File: src/rtl/rnm_pkg.sv
// Shared types, constants and helpers for the reactive navigation mode controller.
`default_nettype none

package rnm_pkg;

  // Field widths
  localparam int RANGE_BITS  = 16;
  localparam int SPEED_W     = 15;
  localparam int TURN_W      = 15;
  localparam int MODE_W      = 3;
  localparam int SCAN_LEN_W  = 11;
  localparam int EDGE_W      = 8;
  localparam int BAND_W      = 12;
  localparam int CFG_W       = 16;
  localparam int CFG_IDX_W   = 3;

  // Default maximum scan length in samples
  localparam int MAX_SAMPLES_DEF = 1024;

  // Depth of the queue between front and back
  localparam int Q_DEPTH = 2;

  // Mode codes
  localparam logic [MODE_W-1:0] MODE_IDLE    = 3'd0;
  localparam logic [MODE_W-1:0] MODE_ADVANCE = 3'd1;
  localparam logic [MODE_W-1:0] MODE_TURN    = 3'd2;
  localparam logic [MODE_W-1:0] MODE_WALL    = 3'd3;
  localparam logic [MODE_W-1:0] MODE_SPIRAL  = 3'd4;

  // Register indexes
  localparam logic [CFG_IDX_W-1:0] CFG_SCAN_LENGTH    = 3'd0;
  localparam logic [CFG_IDX_W-1:0] CFG_EDGE_SKIP      = 3'd1;
  localparam logic [CFG_IDX_W-1:0] CFG_COLLISION_DIST = 3'd2;
  localparam logic [CFG_IDX_W-1:0] CFG_WALL_DIST      = 3'd3;
  localparam logic [CFG_IDX_W-1:0] CFG_WALL_BAND      = 3'd4;
  localparam logic [CFG_IDX_W-1:0] CFG_OPEN_MEAN_DIST = 3'd5;
  localparam logic [CFG_IDX_W-1:0] CFG_CRUISE_SPEED   = 3'd6;
  localparam logic [CFG_IDX_W-1:0] CFG_SPIRAL_SPEED   = 3'd7;

  // Register reset values
  localparam logic [SCAN_LEN_W-1:0] RST_SCAN_LENGTH    = 11'd1024;
  localparam logic [EDGE_W-1:0]     RST_EDGE_SKIP      = 8'd150;
  localparam logic [RANGE_BITS-1:0] RST_COLLISION_DIST = 16'd1050;
  localparam logic [RANGE_BITS-1:0] RST_WALL_DIST      = 16'd1000;
  localparam logic [BAND_W-1:0]     RST_WALL_BAND      = 12'd50;
  localparam logic [RANGE_BITS-1:0] RST_OPEN_MEAN_DIST = 16'd3200;
  localparam logic [SPEED_W-1:0]    RST_CRUISE_SPEED   = 15'd12000;
  localparam logic [SPEED_W-1:0]    RST_SPIRAL_SPEED   = 15'd4000;

  // Command constants
  localparam logic [SPEED_W-1:0]        SLOW_SPEED        = 15'd1000;
  localparam logic [SPEED_W:0]          SPIRAL_SPEED_STEP = 16'd12;
  localparam logic signed [TURN_W-1:0]  FULL_TURN         = 15'sd10000;
  localparam logic signed [TURN_W-1:0]  SPIRAL_START_TURN = 15'sd5000;
  localparam logic signed [TURN_W-1:0]  WALL_TURN         = 15'sd2000;
  localparam logic signed [TURN_W-1:0]  SPIRAL_TURN_STEP  = 15'sd5;
  localparam logic signed [TURN_W-1:0]  TURN_ZERO         = 15'sd0;

  // Per-scan classification handed from front to back
  typedef struct packed {
    logic coin;
    logic collide;
    logic clear_ahead;
    logic right_gt_left;
    logic right_near;
    logic right_far;
    logic open_space;
  } scan_class_t;

  // floor(n/3) by reciprocal multiply, exact for any 16-bit n
  function automatic logic [15:0] div3(input logic [15:0] n);
    logic [32:0] p;
    p = {17'b0, n} * 33'h0AAAB;
    return p[32:17];
  endfunction

endpackage

`default_nettype wire

File: src/rtl/rnm_front.sv
// Front part: takes range samples, keeps sector minima and sums, classifies each scan.
`default_nettype none

module rnm_front #(
  parameter int MAX_SAMPLES = rnm_pkg::MAX_SAMPLES_DEF
) (
  input  wire logic                               clk,
  input  wire logic                               rst,
  input  wire logic                               in_valid,
  output logic                                    in_ready,
  input  wire logic [rnm_pkg::RANGE_BITS-1:0]     distance,
  input  wire logic                               last_sample,
  input  wire logic                               coin,
  input  wire logic [rnm_pkg::SCAN_LEN_W-1:0]     scan_length,
  input  wire logic [rnm_pkg::EDGE_W-1:0]         edge_skip,
  input  wire logic [rnm_pkg::RANGE_BITS-1:0]     collision_dist,
  input  wire logic [rnm_pkg::RANGE_BITS-1:0]     wall_dist,
  input  wire logic [rnm_pkg::BAND_W-1:0]         wall_band,
  input  wire logic [rnm_pkg::RANGE_BITS-1:0]     open_mean_dist,
  output logic                                    push_valid,
  input  wire logic                               push_ready,
  output rnm_pkg::scan_class_t                    push_data
);

  localparam int IDX_W = $clog2(MAX_SAMPLES + 1);
  localparam int LEN_W = (IDX_W > rnm_pkg::SCAN_LEN_W) ? IDX_W : rnm_pkg::SCAN_LEN_W;
  localparam int BW    = LEN_W + 2;
  localparam int SUM_W = rnm_pkg::RANGE_BITS + IDX_W;
  localparam int RW    = rnm_pkg::RANGE_BITS + 2;
  localparam logic [LEN_W-1:0] MAX_LEN = LEN_W'(MAX_SAMPLES);
  localparam logic [LEN_W-1:0] ONE_LEN = LEN_W'(1);
  localparam logic signed [BW-1:0] ONE_S = BW'(1);

  // Sector bounds derived from configuration
  logic [LEN_W-1:0]        len_ext;
  logic [LEN_W-1:0]        len_clamp;
  logic [15:0]             third_w;
  logic signed [BW-1:0]    len_s;
  logic signed [BW-1:0]    third_s;
  logic signed [BW-1:0]    edge_s;
  logic [IDX_W-1:0]        len_r;
  logic signed [BW-1:0]    centre_lo;
  logic signed [BW-1:0]    centre_hi;
  logic signed [BW-1:0]    right_lo;
  logic signed [BW-1:0]    right_hi;
  logic signed [BW-1:0]    left_lo;
  logic signed [BW-1:0]    left_hi;

  // Sample register
  logic                          s1_valid;
  logic [rnm_pkg::RANGE_BITS-1:0] s1_dist;
  logic                          s1_last;
  logic                          s1_coin;
  logic                          s1_fire;

  // Scan accumulators
  logic [IDX_W-1:0]               idx;
  logic [rnm_pkg::RANGE_BITS-1:0] centre_min;
  logic [rnm_pkg::RANGE_BITS-1:0] right_min;
  logic [rnm_pkg::RANGE_BITS-1:0] left_min;
  logic [SUM_W-1:0]               range_sum;
  logic [SUM_W-1:0]               open_acc;

  logic [rnm_pkg::RANGE_BITS-1:0] centre_min_next;
  logic [rnm_pkg::RANGE_BITS-1:0] right_min_next;
  logic [rnm_pkg::RANGE_BITS-1:0] left_min_next;
  logic [SUM_W-1:0]               range_sum_next;
  logic [SUM_W-1:0]               open_acc_next;
  logic [IDX_W-1:0]               idx_next;

  logic                  in_range;
  logic signed [BW-1:0]  i_s;
  logic                  in_centre;
  logic                  in_right;
  logic                  in_left;
  logic signed [RW-1:0]  right_s;
  logic signed [RW-1:0]  wall_lo_s;
  logic signed [RW-1:0]  wall_hi_s;

  // Clamp the scan length and split it into thirds
  always_comb begin
    len_ext = {{(LEN_W - rnm_pkg::SCAN_LEN_W){1'b0}}, scan_length};
    if (len_ext == '0) begin
      len_clamp = ONE_LEN;
    end else if (len_ext > MAX_LEN) begin
      len_clamp = MAX_LEN;
    end else begin
      len_clamp = len_ext;
    end
    third_w = rnm_pkg::div3(16'(len_clamp));
    len_s   = $signed({2'b00, len_clamp});
    third_s = $signed({{(BW - IDX_W){1'b0}}, third_w[IDX_W-1:0]});
    edge_s  = $signed({{(BW - rnm_pkg::EDGE_W){1'b0}}, edge_skip});
  end

  always_ff @(posedge clk) begin
    len_r     <= len_clamp[IDX_W-1:0];
    centre_lo <= third_s;
    centre_hi <= len_s - third_s - ONE_S;
    right_lo  <= len_s - third_s;
    right_hi  <= len_s - edge_s;
    left_lo   <= edge_s;
    left_hi   <= third_s - ONE_S;
  end

  // Input handshake: the sample register frees when its transfer completes
  assign s1_fire    = s1_valid && (!s1_last || push_ready);
  assign in_ready   = !s1_valid || s1_fire;
  assign push_valid = s1_valid && s1_last;

  always_ff @(posedge clk) begin
    if (rst) begin
      s1_valid <= 1'b0;
    end else if (in_ready) begin
      s1_valid <= in_valid;
    end
  end

  always_ff @(posedge clk) begin
    if (in_valid && in_ready) begin
      s1_dist <= distance;
      s1_last <= last_sample;
      s1_coin <= coin;
    end
  end

  // Sector membership and running minima
  always_comb begin
    in_range  = idx < len_r;
    i_s       = $signed({{(BW - IDX_W){1'b0}}, idx});
    in_centre = (i_s >= centre_lo) && (i_s < centre_hi);
    in_right  = (i_s >= right_lo) && (i_s < right_hi);
    in_left   = (i_s >= left_lo) && (i_s < left_hi);

    centre_min_next = centre_min;
    right_min_next  = right_min;
    left_min_next   = left_min;
    range_sum_next  = range_sum;
    open_acc_next   = open_acc;
    idx_next        = idx;
    if (in_range) begin
      if (in_centre && s1_dist < centre_min) centre_min_next = s1_dist;
      if (in_right && s1_dist < right_min) right_min_next = s1_dist;
      if (in_left && s1_dist < left_min) left_min_next = s1_dist;
      range_sum_next = range_sum + SUM_W'(s1_dist);
      open_acc_next  = open_acc + SUM_W'(open_mean_dist);
      idx_next       = idx + IDX_W'(1);
    end
  end

  // Classify the finished scan
  always_comb begin
    right_s   = $signed({2'b00, right_min_next});
    wall_lo_s = $signed({2'b00, wall_dist}) -
                $signed({{(RW - rnm_pkg::BAND_W){1'b0}}, wall_band});
    wall_hi_s = $signed({2'b00, wall_dist}) +
                $signed({{(RW - rnm_pkg::BAND_W){1'b0}}, wall_band});
    push_data.coin          = s1_coin;
    push_data.collide       = centre_min_next < collision_dist;
    push_data.clear_ahead   = centre_min_next > collision_dist;
    push_data.right_gt_left = right_min_next > left_min_next;
    push_data.right_near    = right_s < wall_lo_s;
    push_data.right_far     = right_s >= wall_hi_s;
    push_data.open_space    = range_sum_next > open_acc_next;
  end

  // Accumulators restart after the last sample of a scan
  always_ff @(posedge clk) begin
    if (rst) begin
      idx        <= '0;
      centre_min <= '1;
      right_min  <= '1;
      left_min   <= '1;
      range_sum  <= '0;
      open_acc   <= '0;
    end else if (s1_fire) begin
      if (s1_last) begin
        idx        <= '0;
        centre_min <= '1;
        right_min  <= '1;
        left_min   <= '1;
        range_sum  <= '0;
        open_acc   <= '0;
      end else begin
        idx        <= idx_next;
        centre_min <= centre_min_next;
        right_min  <= right_min_next;
        left_min   <= left_min_next;
        range_sum  <= range_sum_next;
        open_acc   <= open_acc_next;
      end
    end
  end

endmodule

`default_nettype wire

File: src/rtl/rnm_fifo.sv
// Short queue of scan classifications between the front and back parts.
`default_nettype none

module rnm_fifo (
  input  wire logic                  clk,
  input  wire logic                  rst,
  input  wire logic                  push_valid,
  output logic                       push_ready,
  input  wire rnm_pkg::scan_class_t  push_data,
  output logic                       pop_valid,
  input  wire logic                  pop_ready,
  output rnm_pkg::scan_class_t       pop_data
);

  localparam int PTR_W = (rnm_pkg::Q_DEPTH > 1) ? $clog2(rnm_pkg::Q_DEPTH) : 1;
  localparam int CNT_W = $clog2(rnm_pkg::Q_DEPTH + 1);
  localparam logic [PTR_W-1:0] LAST_PTR = PTR_W'(rnm_pkg::Q_DEPTH - 1);
  localparam logic [CNT_W-1:0] FULL_CNT = CNT_W'(rnm_pkg::Q_DEPTH);

  rnm_pkg::scan_class_t entries [rnm_pkg::Q_DEPTH];
  logic [PTR_W-1:0] wr_ptr;
  logic [PTR_W-1:0] rd_ptr;
  logic [CNT_W-1:0] count;
  logic             do_push;
  logic             do_pop;

  assign push_ready = count != FULL_CNT;
  assign pop_valid  = count != '0;
  assign pop_data   = entries[rd_ptr];
  assign do_push    = push_valid && push_ready;
  assign do_pop     = pop_valid && pop_ready;

  // Entry storage
  always_ff @(posedge clk) begin
    if (do_push) begin
      entries[wr_ptr] <= push_data;
    end
  end

  // Pointers and fill count
  always_ff @(posedge clk) begin
    if (rst) begin
      wr_ptr <= '0;
      rd_ptr <= '0;
      count  <= '0;
    end else begin
      if (do_push) begin
        wr_ptr <= (wr_ptr == LAST_PTR) ? '0 : wr_ptr + PTR_W'(1);
      end
      if (do_pop) begin
        rd_ptr <= (rd_ptr == LAST_PTR) ? '0 : rd_ptr + PTR_W'(1);
      end
      if (do_push && !do_pop) begin
        count <= count + CNT_W'(1);
      end else if (do_pop && !do_push) begin
        count <= count - CNT_W'(1);
      end
    end
  end

endmodule

`default_nettype wire

File: src/rtl/rnm_back.sv
// Back part: five-mode controller that turns each scan class into the held command.
`default_nettype none

module rnm_back (
  input  wire logic                              clk,
  input  wire logic                              rst,
  input  wire logic                              pop_valid,
  output logic                                   pop_ready,
  input  wire rnm_pkg::scan_class_t              pop_data,
  input  wire logic [rnm_pkg::SPEED_W-1:0]       cruise_speed,
  input  wire logic [rnm_pkg::SPEED_W-1:0]       spiral_speed,
  output logic                                   out_valid,
  input  wire logic                              out_ready,
  output logic [rnm_pkg::MODE_W-1:0]             next_mode,
  output logic [rnm_pkg::SPEED_W-1:0]            forward_speed,
  output logic signed [rnm_pkg::TURN_W-1:0]      turn_rate
);

  logic [rnm_pkg::MODE_W-1:0]         mode;
  logic [rnm_pkg::SPEED_W-1:0]        held_speed;
  logic signed [rnm_pkg::TURN_W-1:0]  held_turn;

  logic [rnm_pkg::MODE_W-1:0]         mode_next;
  logic [rnm_pkg::SPEED_W-1:0]        held_speed_next;
  logic signed [rnm_pkg::TURN_W-1:0]  held_turn_next;

  logic [rnm_pkg::SPEED_W:0]          sp_inc;
  logic [rnm_pkg::SPEED_W-1:0]        sp_ramp;
  logic signed [rnm_pkg::TURN_W-1:0]  tr_ramp;
  logic signed [rnm_pkg::TURN_W-1:0]  avoid_turn;
  logic                               do_pop;

  // Output register frees when empty or being taken
  assign pop_ready = !out_valid || out_ready;
  assign do_pop    = pop_valid && pop_ready;

  // Held command is shown directly on the result ports
  assign next_mode     = mode;
  assign forward_speed = held_speed;
  assign turn_rate     = held_turn;

  // Spiral ramps and collision escape direction
  always_comb begin
    sp_inc  = {1'b0, held_speed} + rnm_pkg::SPIRAL_SPEED_STEP;
    if (held_speed < spiral_speed) begin
      sp_ramp = sp_inc[rnm_pkg::SPEED_W] ? '1 : sp_inc[rnm_pkg::SPEED_W-1:0];
    end else begin
      sp_ramp = held_speed;
    end
    tr_ramp    = (held_turn > rnm_pkg::TURN_ZERO) ?
                 held_turn - rnm_pkg::SPIRAL_TURN_STEP : held_turn;
    avoid_turn = pop_data.right_gt_left ? -rnm_pkg::FULL_TURN : rnm_pkg::FULL_TURN;
  end

  // Mode transitions
  always_comb begin
    mode_next       = mode;
    held_speed_next = held_speed;
    held_turn_next  = held_turn;
    case (mode)
      rnm_pkg::MODE_ADVANCE: begin
        if (pop_data.collide) begin
          mode_next       = rnm_pkg::MODE_TURN;
          held_speed_next = rnm_pkg::SLOW_SPEED;
          held_turn_next  = avoid_turn;
        end else if (pop_data.open_space) begin
          mode_next       = rnm_pkg::MODE_SPIRAL;
          held_speed_next = rnm_pkg::SLOW_SPEED;
          held_turn_next  = rnm_pkg::SPIRAL_START_TURN;
        end else begin
          mode_next       = rnm_pkg::MODE_ADVANCE;
          held_speed_next = cruise_speed;
          held_turn_next  = rnm_pkg::TURN_ZERO;
        end
      end
      rnm_pkg::MODE_TURN: begin
        if (pop_data.clear_ahead) begin
          mode_next       = pop_data.coin ? rnm_pkg::MODE_WALL : rnm_pkg::MODE_ADVANCE;
          held_speed_next = cruise_speed;
          held_turn_next  = rnm_pkg::TURN_ZERO;
        end
      end
      rnm_pkg::MODE_WALL: begin
        if (pop_data.collide) begin
          mode_next       = rnm_pkg::MODE_TURN;
          held_speed_next = rnm_pkg::SLOW_SPEED;
          held_turn_next  = avoid_turn;
        end else if (pop_data.right_near) begin
          mode_next       = rnm_pkg::MODE_WALL;
          held_speed_next = cruise_speed;
          held_turn_next  = -rnm_pkg::WALL_TURN;
        end else if (pop_data.right_far) begin
          mode_next       = rnm_pkg::MODE_WALL;
          held_speed_next = cruise_speed;
          held_turn_next  = rnm_pkg::WALL_TURN;
        end
      end
      rnm_pkg::MODE_SPIRAL: begin
        if (pop_data.collide) begin
          mode_next       = rnm_pkg::MODE_TURN;
          held_speed_next = rnm_pkg::SLOW_SPEED;
          held_turn_next  = avoid_turn;
        end else begin
          mode_next       = rnm_pkg::MODE_SPIRAL;
          held_speed_next = sp_ramp;
          held_turn_next  = tr_ramp;
        end
      end
      default: begin
        // idle and unused codes start advancing
        mode_next       = rnm_pkg::MODE_ADVANCE;
        held_speed_next = cruise_speed;
        held_turn_next  = rnm_pkg::TURN_ZERO;
      end
    endcase
  end

  // Held command and result valid
  always_ff @(posedge clk) begin
    if (rst) begin
      mode       <= rnm_pkg::MODE_IDLE;
      held_speed <= '0;
      held_turn  <= '0;
      out_valid  <= 1'b0;
    end else if (do_pop) begin
      mode       <= mode_next;
      held_speed <= held_speed_next;
      held_turn  <= held_turn_next;
      out_valid  <= 1'b1;
    end else if (out_ready) begin
      out_valid  <= 1'b0;
    end
  end

endmodule

`default_nettype wire

File: src/rtl/reactive_navigation_mode_fsm_core.sv
// Top level of the reactive navigation mode controller: configuration and part wiring.
//
// Usage:
//   Input channel (in_valid/in_ready) carries one laser range sample per transfer,
//   with last_sample marking the end of a scan and coin the random bit.
//   Output channel (out_valid/out_ready) carries one command per scan: next_mode,
//   forward_speed and turn_rate. Samples that are not last produce no result.
//   Throughput: one sample per cycle unless a last sample waits on a full queue.
//   The front updates sector minima and the range sum per sample; scan classes
//   queue in a two-entry buffer. A finished scan passes the sample register, the
//   queue and the output register. When the receiver stalls, the command holds in
//   the output register, the queue absorbs up to two more finished scans, and
//   samples keep flowing until a third last sample finds the queue full.
//   Reset (rst, synchronous) restores register defaults, mode idle, zero command
//   and empty accumulators; no warm-up pass is needed.
//   Configuration writes (cfg_write/cfg_index/cfg_data) land at the write edge;
//   the sector bounds follow in the next cycle. Writes must be made while no
//   scan is in flight; the block itself does not enforce this.
`default_nettype none

module reactive_navigation_mode_fsm_core #(
  parameter int MAX_SAMPLES = rnm_pkg::MAX_SAMPLES_DEF
) (
  input  wire logic                             clk,
  input  wire logic                             rst,
  input  wire logic                             cfg_write,
  input  wire logic [rnm_pkg::CFG_IDX_W-1:0]    cfg_index,
  input  wire logic [rnm_pkg::CFG_W-1:0]        cfg_data,
  input  wire logic                             in_valid,
  output logic                                  in_ready,
  input  wire logic [rnm_pkg::RANGE_BITS-1:0]   distance,
  input  wire logic                             last_sample,
  input  wire logic                             coin,
  output logic                                  out_valid,
  input  wire logic                             out_ready,
  output logic [rnm_pkg::MODE_W-1:0]            next_mode,
  output logic [rnm_pkg::SPEED_W-1:0]           forward_speed,
  output logic signed [rnm_pkg::TURN_W-1:0]     turn_rate
);

  logic [rnm_pkg::SCAN_LEN_W-1:0] scan_length;
  logic [rnm_pkg::EDGE_W-1:0]     edge_skip;
  logic [rnm_pkg::RANGE_BITS-1:0] collision_dist;
  logic [rnm_pkg::RANGE_BITS-1:0] wall_dist;
  logic [rnm_pkg::BAND_W-1:0]     wall_band;
  logic [rnm_pkg::RANGE_BITS-1:0] open_mean_dist;
  logic [rnm_pkg::SPEED_W-1:0]    cruise_speed;
  logic [rnm_pkg::SPEED_W-1:0]    spiral_speed;

  logic                 push_valid;
  logic                 push_ready;
  rnm_pkg::scan_class_t push_data;
  logic                 pop_valid;
  logic                 pop_ready;
  rnm_pkg::scan_class_t pop_data;

  // Configuration registers
  always_ff @(posedge clk) begin
    if (rst) begin
      scan_length    <= rnm_pkg::RST_SCAN_LENGTH;
      edge_skip      <= rnm_pkg::RST_EDGE_SKIP;
      collision_dist <= rnm_pkg::RST_COLLISION_DIST;
      wall_dist      <= rnm_pkg::RST_WALL_DIST;
      wall_band      <= rnm_pkg::RST_WALL_BAND;
      open_mean_dist <= rnm_pkg::RST_OPEN_MEAN_DIST;
      cruise_speed   <= rnm_pkg::RST_CRUISE_SPEED;
      spiral_speed   <= rnm_pkg::RST_SPIRAL_SPEED;
    end else if (cfg_write) begin
      case (cfg_index)
        rnm_pkg::CFG_SCAN_LENGTH:    scan_length    <= cfg_data[rnm_pkg::SCAN_LEN_W-1:0];
        rnm_pkg::CFG_EDGE_SKIP:      edge_skip      <= cfg_data[rnm_pkg::EDGE_W-1:0];
        rnm_pkg::CFG_COLLISION_DIST: collision_dist <= cfg_data[rnm_pkg::RANGE_BITS-1:0];
        rnm_pkg::CFG_WALL_DIST:      wall_dist      <= cfg_data[rnm_pkg::RANGE_BITS-1:0];
        rnm_pkg::CFG_WALL_BAND:      wall_band      <= cfg_data[rnm_pkg::BAND_W-1:0];
        rnm_pkg::CFG_OPEN_MEAN_DIST: open_mean_dist <= cfg_data[rnm_pkg::RANGE_BITS-1:0];
        rnm_pkg::CFG_CRUISE_SPEED:   cruise_speed   <= cfg_data[rnm_pkg::SPEED_W-1:0];
        rnm_pkg::CFG_SPIRAL_SPEED:   spiral_speed   <= cfg_data[rnm_pkg::SPEED_W-1:0];
        default: ;
      endcase
    end
  end

  // Sample intake and scan classification
  rnm_front #(
    .MAX_SAMPLES (MAX_SAMPLES)
  ) u_front (
    .clk            (clk),
    .rst            (rst),
    .in_valid       (in_valid),
    .in_ready       (in_ready),
    .distance       (distance),
    .last_sample    (last_sample),
    .coin           (coin),
    .scan_length    (scan_length),
    .edge_skip      (edge_skip),
    .collision_dist (collision_dist),
    .wall_dist      (wall_dist),
    .wall_band      (wall_band),
    .open_mean_dist (open_mean_dist),
    .push_valid     (push_valid),
    .push_ready     (push_ready),
    .push_data      (push_data)
  );

  // Decoupling queue
  rnm_fifo u_fifo (
    .clk        (clk),
    .rst        (rst),
    .push_valid (push_valid),
    .push_ready (push_ready),
    .push_data  (push_data),
    .pop_valid  (pop_valid),
    .pop_ready  (pop_ready),
    .pop_data   (pop_data)
  );

  // Mode controller and result register
  rnm_back u_back (
    .clk           (clk),
    .rst           (rst),
    .pop_valid     (pop_valid),
    .pop_ready     (pop_ready),
    .pop_data      (pop_data),
    .cruise_speed  (cruise_speed),
    .spiral_speed  (spiral_speed),
    .out_valid     (out_valid),
    .out_ready     (out_ready),
    .next_mode     (next_mode),
    .forward_speed (forward_speed),
    .turn_rate     (turn_rate)
  );

endmodule

`default_nettype wire
File: config.mk
export PLATFORM = sky130hd
export DESIGN_NAME = reactive_navigation_mode_fsm_core
export DESIGN_NICKNAME = d
export VERILOG_FILES = /design/src/rtl/rnm_pkg.sv /design/src/rtl/rnm_front.sv /design/src/rtl/rnm_fifo.sv /design/src/rtl/rnm_back.sv /design/src/rtl/reactive_navigation_mode_fsm_core.sv
export SDC_FILE = /design/constraint.sdc
export NUM_CORES = 1
export LEC_CHECK = 0
export ABC_CLOCK_PERIOD_IN_PS = 11020
export BUFFER_PORTS_ARGS = -buffer_cell sky130_fd_sc_hd__clkbuf_2
export CORE_ASPECT_RATIO = 1.25
export CORE_MARGIN = 2
export CORE_UTILIZATION = 60
export CTS_CLUSTER_DIAMETER = 40
export DETAILED_ROUTE_END_ITERATION = 10
export PLACE_DENSITY = 0.86
export REMOVE_ABC_BUFFERS = 1
export SETUP_SLACK_MARGIN = 0.05
export SLEW_MARGIN = 10
export SYNTH_ARGS = -nofsm -noshare
export SYNTH_HDL_FRONTEND = slang
export SYNTH_SLANG_ARGS = --single-unit
File: constraint.sdc
create_clock -name clk -period 11.02 [get_ports clk]
set_input_delay 0.551 -clock clk [delete_from_list [all_inputs] [get_ports clk]]
set_output_delay 0.551 -clock clk [all_outputs]
set_load 0.03 [all_outputs]
==> Word-level counts from Yosys, hierarchy flattened <==
Memories as Yosys holds them, arrays and structs flattened. A register that Yosys moved wholly into a read port is not among the register bits.
Index checks and enable logic that the tools add are counted.
{ "word_totals": {"elab_cells": 179, "ramBits": 14, "out_inout_bits": 35, "register_bits": 360, "memories": 1} }
{ "classes": {"mux": 56, "addsub": 15, "reduce_logical": 39, "mul": 1, "magnitude_cmp": 19, "eq_ne": 16} }
{ "memory_table": {"columns": ["name", "words", "word_bits", "rd", "rd_ports_with_merged_regs", "wr", "line", "source"], "rows": [
  ["u_fifo.entries", 2, 7, 1, 1, 1, "rnm_fifo.sv:20", "rnm_pkg::scan_class_t entries [rnm_pkg::Q_DEPTH];"]
]} }
{ "op_table": {"columns": ["op", "n"], "rows": [
  ["$mux 15", 17],
  ["$mux 16", 9],
  ["$pmux 15 s4", 2],
  ["$mux 27", 4],
  ["$lt 16x16->1", 4],
  ["$add 27x16->27", 2],
  ["$mux 11", 4],
  ["$lt 12x13->1", 3],
  ["$gt 16x16->1", 2],
  ["$gt 27x27->1", 1],
  ["$mul 11x16->27 const B", 1],
  ["$mux 3", 7],
  ["$ge 17x18->1", 1],
  ["$lt 17x18->1", 1],
  ["$reduce_and 2->1", 9],
  ["$add 16x12->17", 1],
  ["$sub 16x12->17", 1],
  ["$add 15x4->16 const B", 1],
  ["$eq 3x3->1 const B", 5],
  ["$gt 15x1->1 const B", 1],
  ["$lt 15x15->1", 1],
  ["$sub 15x4->15 const B", 1],
  ["$ge 12x13->1", 1],
  ["$logic_and 1x1->1", 13],
  ["other kinds (28)", 54]
]} }

==> Logic depth before layout (Yosys ltp) <==
{ "logic_depth": {"ltp_word": 6, "mapped_depth": 36, "ltp_nobuf": 36} }

==> By module <==
A second synthesis with hierarchy kept.
{ "hier_totals": {"hier_cells": 2920, "hier_area_um2": 26133.8} }
{ "by_module_without_submodules": {"columns": ["mod", "area_per_inst_um2", "seq_area_each_um2", "cells_per_inst", "instances"], "rows": [
  ["rnm_front", 18465.2, 4364.2, 2137, 1],
  ["reactive_navigation_mode_fsm_core", 4286.6, 2182.1, 396, 1],
  ["rnm_back", 2647.5, 680.7, 341, 1],
  ["rnm_fifo", 734.5, 520.5, 46, 1]
]} }

==> Worst setup path after synthesis <==
No wires, ideal clock.
{ "synth_path": {"path_kind": "register to register", "start": "register scan_length[6] in the netlist's numbering", "end": "register u_front.centre_hi[12]", "arrival_ns": 7.462, "slack_ns": 3.462, "path_buffers": 0, "path_stages_with_launch": 34, "path_cell_list": "dfxtp_1 -> nor4_1 -> nand3_1 -> o21ai_0 -> and2_1 -> ha_1 -> fa_1 -> inv_1 -> fa_1 -> inv_1 -> fa_1 -> inv_1 -> fa_1 -> inv_1 -> ha_1 -> a41oi_1 -> a21boi_0 -> o21ai_0 -> nand2_1 -> nor2_1 -> xnor2_1 -> ha_1 -> inv_1 -> fa_1 -> o21ai_0 -> a21oi_1 -> a221oi_1 -> maj3_2 -> nand2b_1 -> a31o_1 -> o22ai_2 -> a31oi_1 -> mux2_4 -> o41ai_2"} }
{ "synth_between": {"elab_chain_cells": 6, "elab_cells_between_ends": 7, "cone_classes": "add/sub (2); mul (1); order compare (1); mux (2); reduce/logical (1)"} }
{ "synth_lines": {"columns": ["item", "line", "source"], "rows": [
  ["from (decl)", "reactive_navigation_mode_fsm_core.sv:41", "logic [rnm_pkg::SCAN_LEN_W-1:0] scan_length;"],
  ["from (signal assigned)", "reactive_navigation_mode_fsm_core.sv:60", "scan_length <= rnm_pkg::RST_SCAN_LENGTH;"],
  ["from (signal assigned)", "reactive_navigation_mode_fsm_core.sv:70", "rnm_pkg::CFG_SCAN_LENGTH: scan_length <= cfg_data[rnm_pkg::SCAN_LEN_W-1:0];"],
  ["$gt 11x11->1", "rnm_front.sv:85", "end else if (len_ext > MAX_LEN) begin"],
  ["$mux 11", "rnm_front.sv:85", null],
  ["$mux 11 (*)", "rnm_front.sv:83", "if (len_ext == '0) begin"],
  ["net u_front.len_clamp[7]", "rnm_front.sv:36", "logic [LEN_W-1:0] len_clamp;"],
  ["$mul 11x16->27 (*)", "rnm_pkg.sv:73", "p = {17'b0, n} * 33'h0AAAB;"],
  ["net u_front.third_s[0]", "rnm_front.sv:39", "logic signed [BW-1:0] third_s;"],
  ["$sub 11x10->12 (*)", "rnm_front.sv:99", "centre_hi <= len_s - third_s - ONE_S;"],
  ["$sub 13x2->13 (*)", "rnm_front.sv:99", null],
  ["to (signal assigned)", "rnm_front.sv:99", null],
  ["to (decl)", "rnm_front.sv:43", "logic signed [BW-1:0] centre_hi;"]
]} }
The timed path passes the listed nets; every way through them passes the cells marked *.
A chain may end at the register's enable or synchronous reset.

==> Worst setup path in the final report <==
{ "layout_path": {"start": "register scan_length[8] in the netlist's numbering", "end": "register u_front.centre_hi[12]"} }
Same word-level chain as after synthesis.

==> impl_metrics.csv <==
group,metric,value,unit
clock_network,clk_pin_slew_worst_paths,60,ps
worst_hold_path,min_to,"u_front.s1_dist[15]",
power_and_ir_drop,ir_worst_vdd,151,uV
timing,timing.hold.ws,95.5,ps
clock_network,cts_tree,"done",
yosys,syn_inst,3146,
clock_network,htree_levels,2,
route,antenna_left,0,
cells_and_area,layout-area-overhead-vs-synth,9.91,%
floorplan,start_util,0.609,
yosys,yosysMostFrequentCell,"ha_1",
route,wl_per_cell,19.6,um
critical_path,crit_path_end_kind,"flop",
critical_path,arrival,9310,ps
critical_path,r2r-start,"scan_length[8]",
place,place.gp.congestion,0.958,
global_routing,overflow,0,
clock_network,clockBufferDepth,3,
floorplan,rows,85,
worst_hold_path,hold_path_class,"input port to flop",
yosys,synth_ff_type,"dfxtp_1",
yosys,synth_top_area_share,0.258,
cells_and_area,nFillCells,3313,
cells_and_area,multi_input_area,0.0169,mm2
yosys,synth_seq_area_share,0.295,
place,dp_slack,2500,ps
worst_hold_path,worstHoldStart,"distance[15]",
clock_network,clockRootBuffer,"clkbuf_16",
timing,finalMaxSlewViolations,0,
global_routing,grt_pass1_wl,119000,um
place,io_buffers,76,
timing,finClkSkew,25.4,ps
clock_network,clk_latency,630,ps
timing,slew_headroom,0.187,
cells_and_area,drive_gt1_frac,0.0847,
yosys,yosys_warnings,0,
job,drv_cap,0,
timing,tightest_slew,1220,ps
yosys,synthArstFlopShare,0,
route,dr.pass1.iters,8,
yosys,synthTopCellsByCount,"ha_1 (370), nand2_1 (349), dfxtp_1 (339)",
critical_path,critPathMaxFanout,6,
route,drc,0,
clock_network,cts_buffers,52,
timing,setup_viol,0,
worst_hold_path,hold_path_depth,1,
critical_path,path_class,"flop to flop",
yosys,synth_seq_cells,371,
route,dr_total_vias,23400,
global_routing,grt_max_degree,96,
critical_path,rrSetupSlack,2230,ps
clock_network,postCtsSetupBuffers,0,
route,routed_wl,74100,um
critical_path,crit_slowest_cell,"fa_1",
critical_path,timing.rr.end,"u_front.centre_hi[12]",
global_routing,first_global_vias,23900,
critical_path,critPathMaxStageDelay,610,ps
floorplan,dieArea,0.0455,mm2
yosys,netlist_area,0.0263,mm2
critical_path,crit_required,11540,ps
cells_and_area,nets,3624,
critical_path,crit_path_frequent_cell,"inv_1",
route,drt_iter0_drc,1844,
timing,period_share,0.798,
timing,period_minus_slack,8790,ps
global_routing,antenna_found_initial,3,
place,hpwlAfterDp,53000,um
cells_and_area,seq_area,0.00775,mm2
power_and_ir_drop,power.leakage,13.8,nW
yosys,ys_types,82,
clock_network,cts_num_sinks,371,
floorplan,core_area,0.0432,mm2
floorplan,ios,77,
yosys,synth-edff-count,32,
yosys,synth.avg_cell_area,8.36,um2
clock_network,cts_resized,0,
run_status,status,"finished, final reports clean",
timing,setup_slack,2230,ps
timing,setup-tns-final,0,ps
floorplan,fp.dieH,238,um
power_and_ir_drop,power_density,152,mW/mm2
timing,grt_setup_unrepaired,"false",
clock_network,hold_buffers,0,
global_routing,grt_usage,0.324,
route,viasPerCell,6.21,
timing,finalHoldViolations,0,
floorplan,die_w,191,um
critical_path,startpoint_type,"flop",
critical_path,r2r_cells,33,
yosys,yosysTopAreaCell,"dfxtp_1",
yosys,ys_top_cells_by_area,"dfxtp_1 (26%), ha_1 (18%), nand2_1 (5.0%)",
timing,max_freq,0.114,GHz
sequential cells by signal, indices dropped and copies added, names as in the netlist, 16 cells and up, named ones only:
name	cells
u_front.centre_min	16
u_front.range_sum	27
u_front.s1_dist	16
u_front.right_min	16
collision_dist	16
wall_dist	16
u_front.open_acc	27
open_mean_dist	16
u_front.left_min	16
metrics by stage:
| stage | std cells | total power, mW | util | instance area, um2 |
|---|---|---|---|---|
| after floorplan | 3015 | 2.33 | - | 25800 |
| after global placement | 3680 | 2.61 | 0.627 | 27100 |
| after detailed placement | 3680 | 2.65 | 0.627 | 27100 |
| after CTS | 3775 | 4.40 | 0.669 | 28900 |
| after global routing | 3777 | 4.59 | 0.669 | 28900 |
| final | 3777 | 4.40 | 0.669 | 28900 |
per-layer routing:
metal / share of wire / GRT usage / vias up / routed length, um
met4: 0.073 / 0.229 / 0 / 5400
met1: 0.37 / 0.352 / 11100 / 27100
met5: 0 / 0 / - / 0
met2: 0.49 / 0.562 / 991 / 36300
li1: - / - / 11000 / -
met3: 0.072 / 0.0622 / 328 / 5370
critical path, delay by kind of cell (launching register included):
kind / cells / cell delay, ps
xor gates and xnor gates: 1 / 340
buffers and inverters: 6 / 420
AOI/OAI and AO/OA: 9 / 1940
DFF: 1 / 360
adders and majority gates: 9 / 3910
muxes: 1 / 350
and+or+nand+nor: 7 / 1340
kinds of logic after synthesis:
family,share of synthesized area
mux,0.0369
buf+inv,0.0646
fa+ha+maj,0.209
xor+xnor,0.0522
other cells,0.000286
flops,0.295
compound gates,0.180
simple gates,0.162
cell type report:
type,count,area share
antenna,2,0.000173
clock buffer,61,0.0476
clock inverter,34,0.0149
inverter,317,0.0412
multi-input combinational,2327,0.584
sequential,371,0.268
tap,565,0.0245
timing repair buffer,100,0.0196
report_power, final:
group          switching (mW)  leakage (nW)  total (mW)  internal (mW)
sequential              0.128          3.06        1.60           1.47
clock                   0.710         0.886        1.75           1.04
combinational           0.668          9.87        1.06          0.393
worst max path at each step:
stage                                from                    end  slack (ps)  depth (start not counted)
after detailed placement   scan_length[8]  u_front.centre_hi[12]        2500                         33
after global placement    scan_length[10]  u_front.centre_hi[12]        2800                         29
after global routing       scan_length[8]  u_front.centre_hi[12]        1670                         33
final                      scan_length[8]  u_front.centre_hi[12]        2230                         33
after floorplan            u_front.idx[1]   u_fifo.entries[0][4]        1210                         23
after CTS                  scan_length[8]  u_front.centre_hi[12]        2250                         33
layout by cell type, fill, tap and decap left out, drive strengths merged, types with 44 or more instances in the layout:
cell	n
inv	330
nand2b	44
a21oi	248
dfxtp	339
clkbuf	136
xnor2	97
a31oi	56
mux2	52
nor3	83
ha	370
nand2	349
o21ai	119
a21o	92
nor4	45
xor2	54
nand3	57
nor2	197
(Power assumes the default switching activity.)
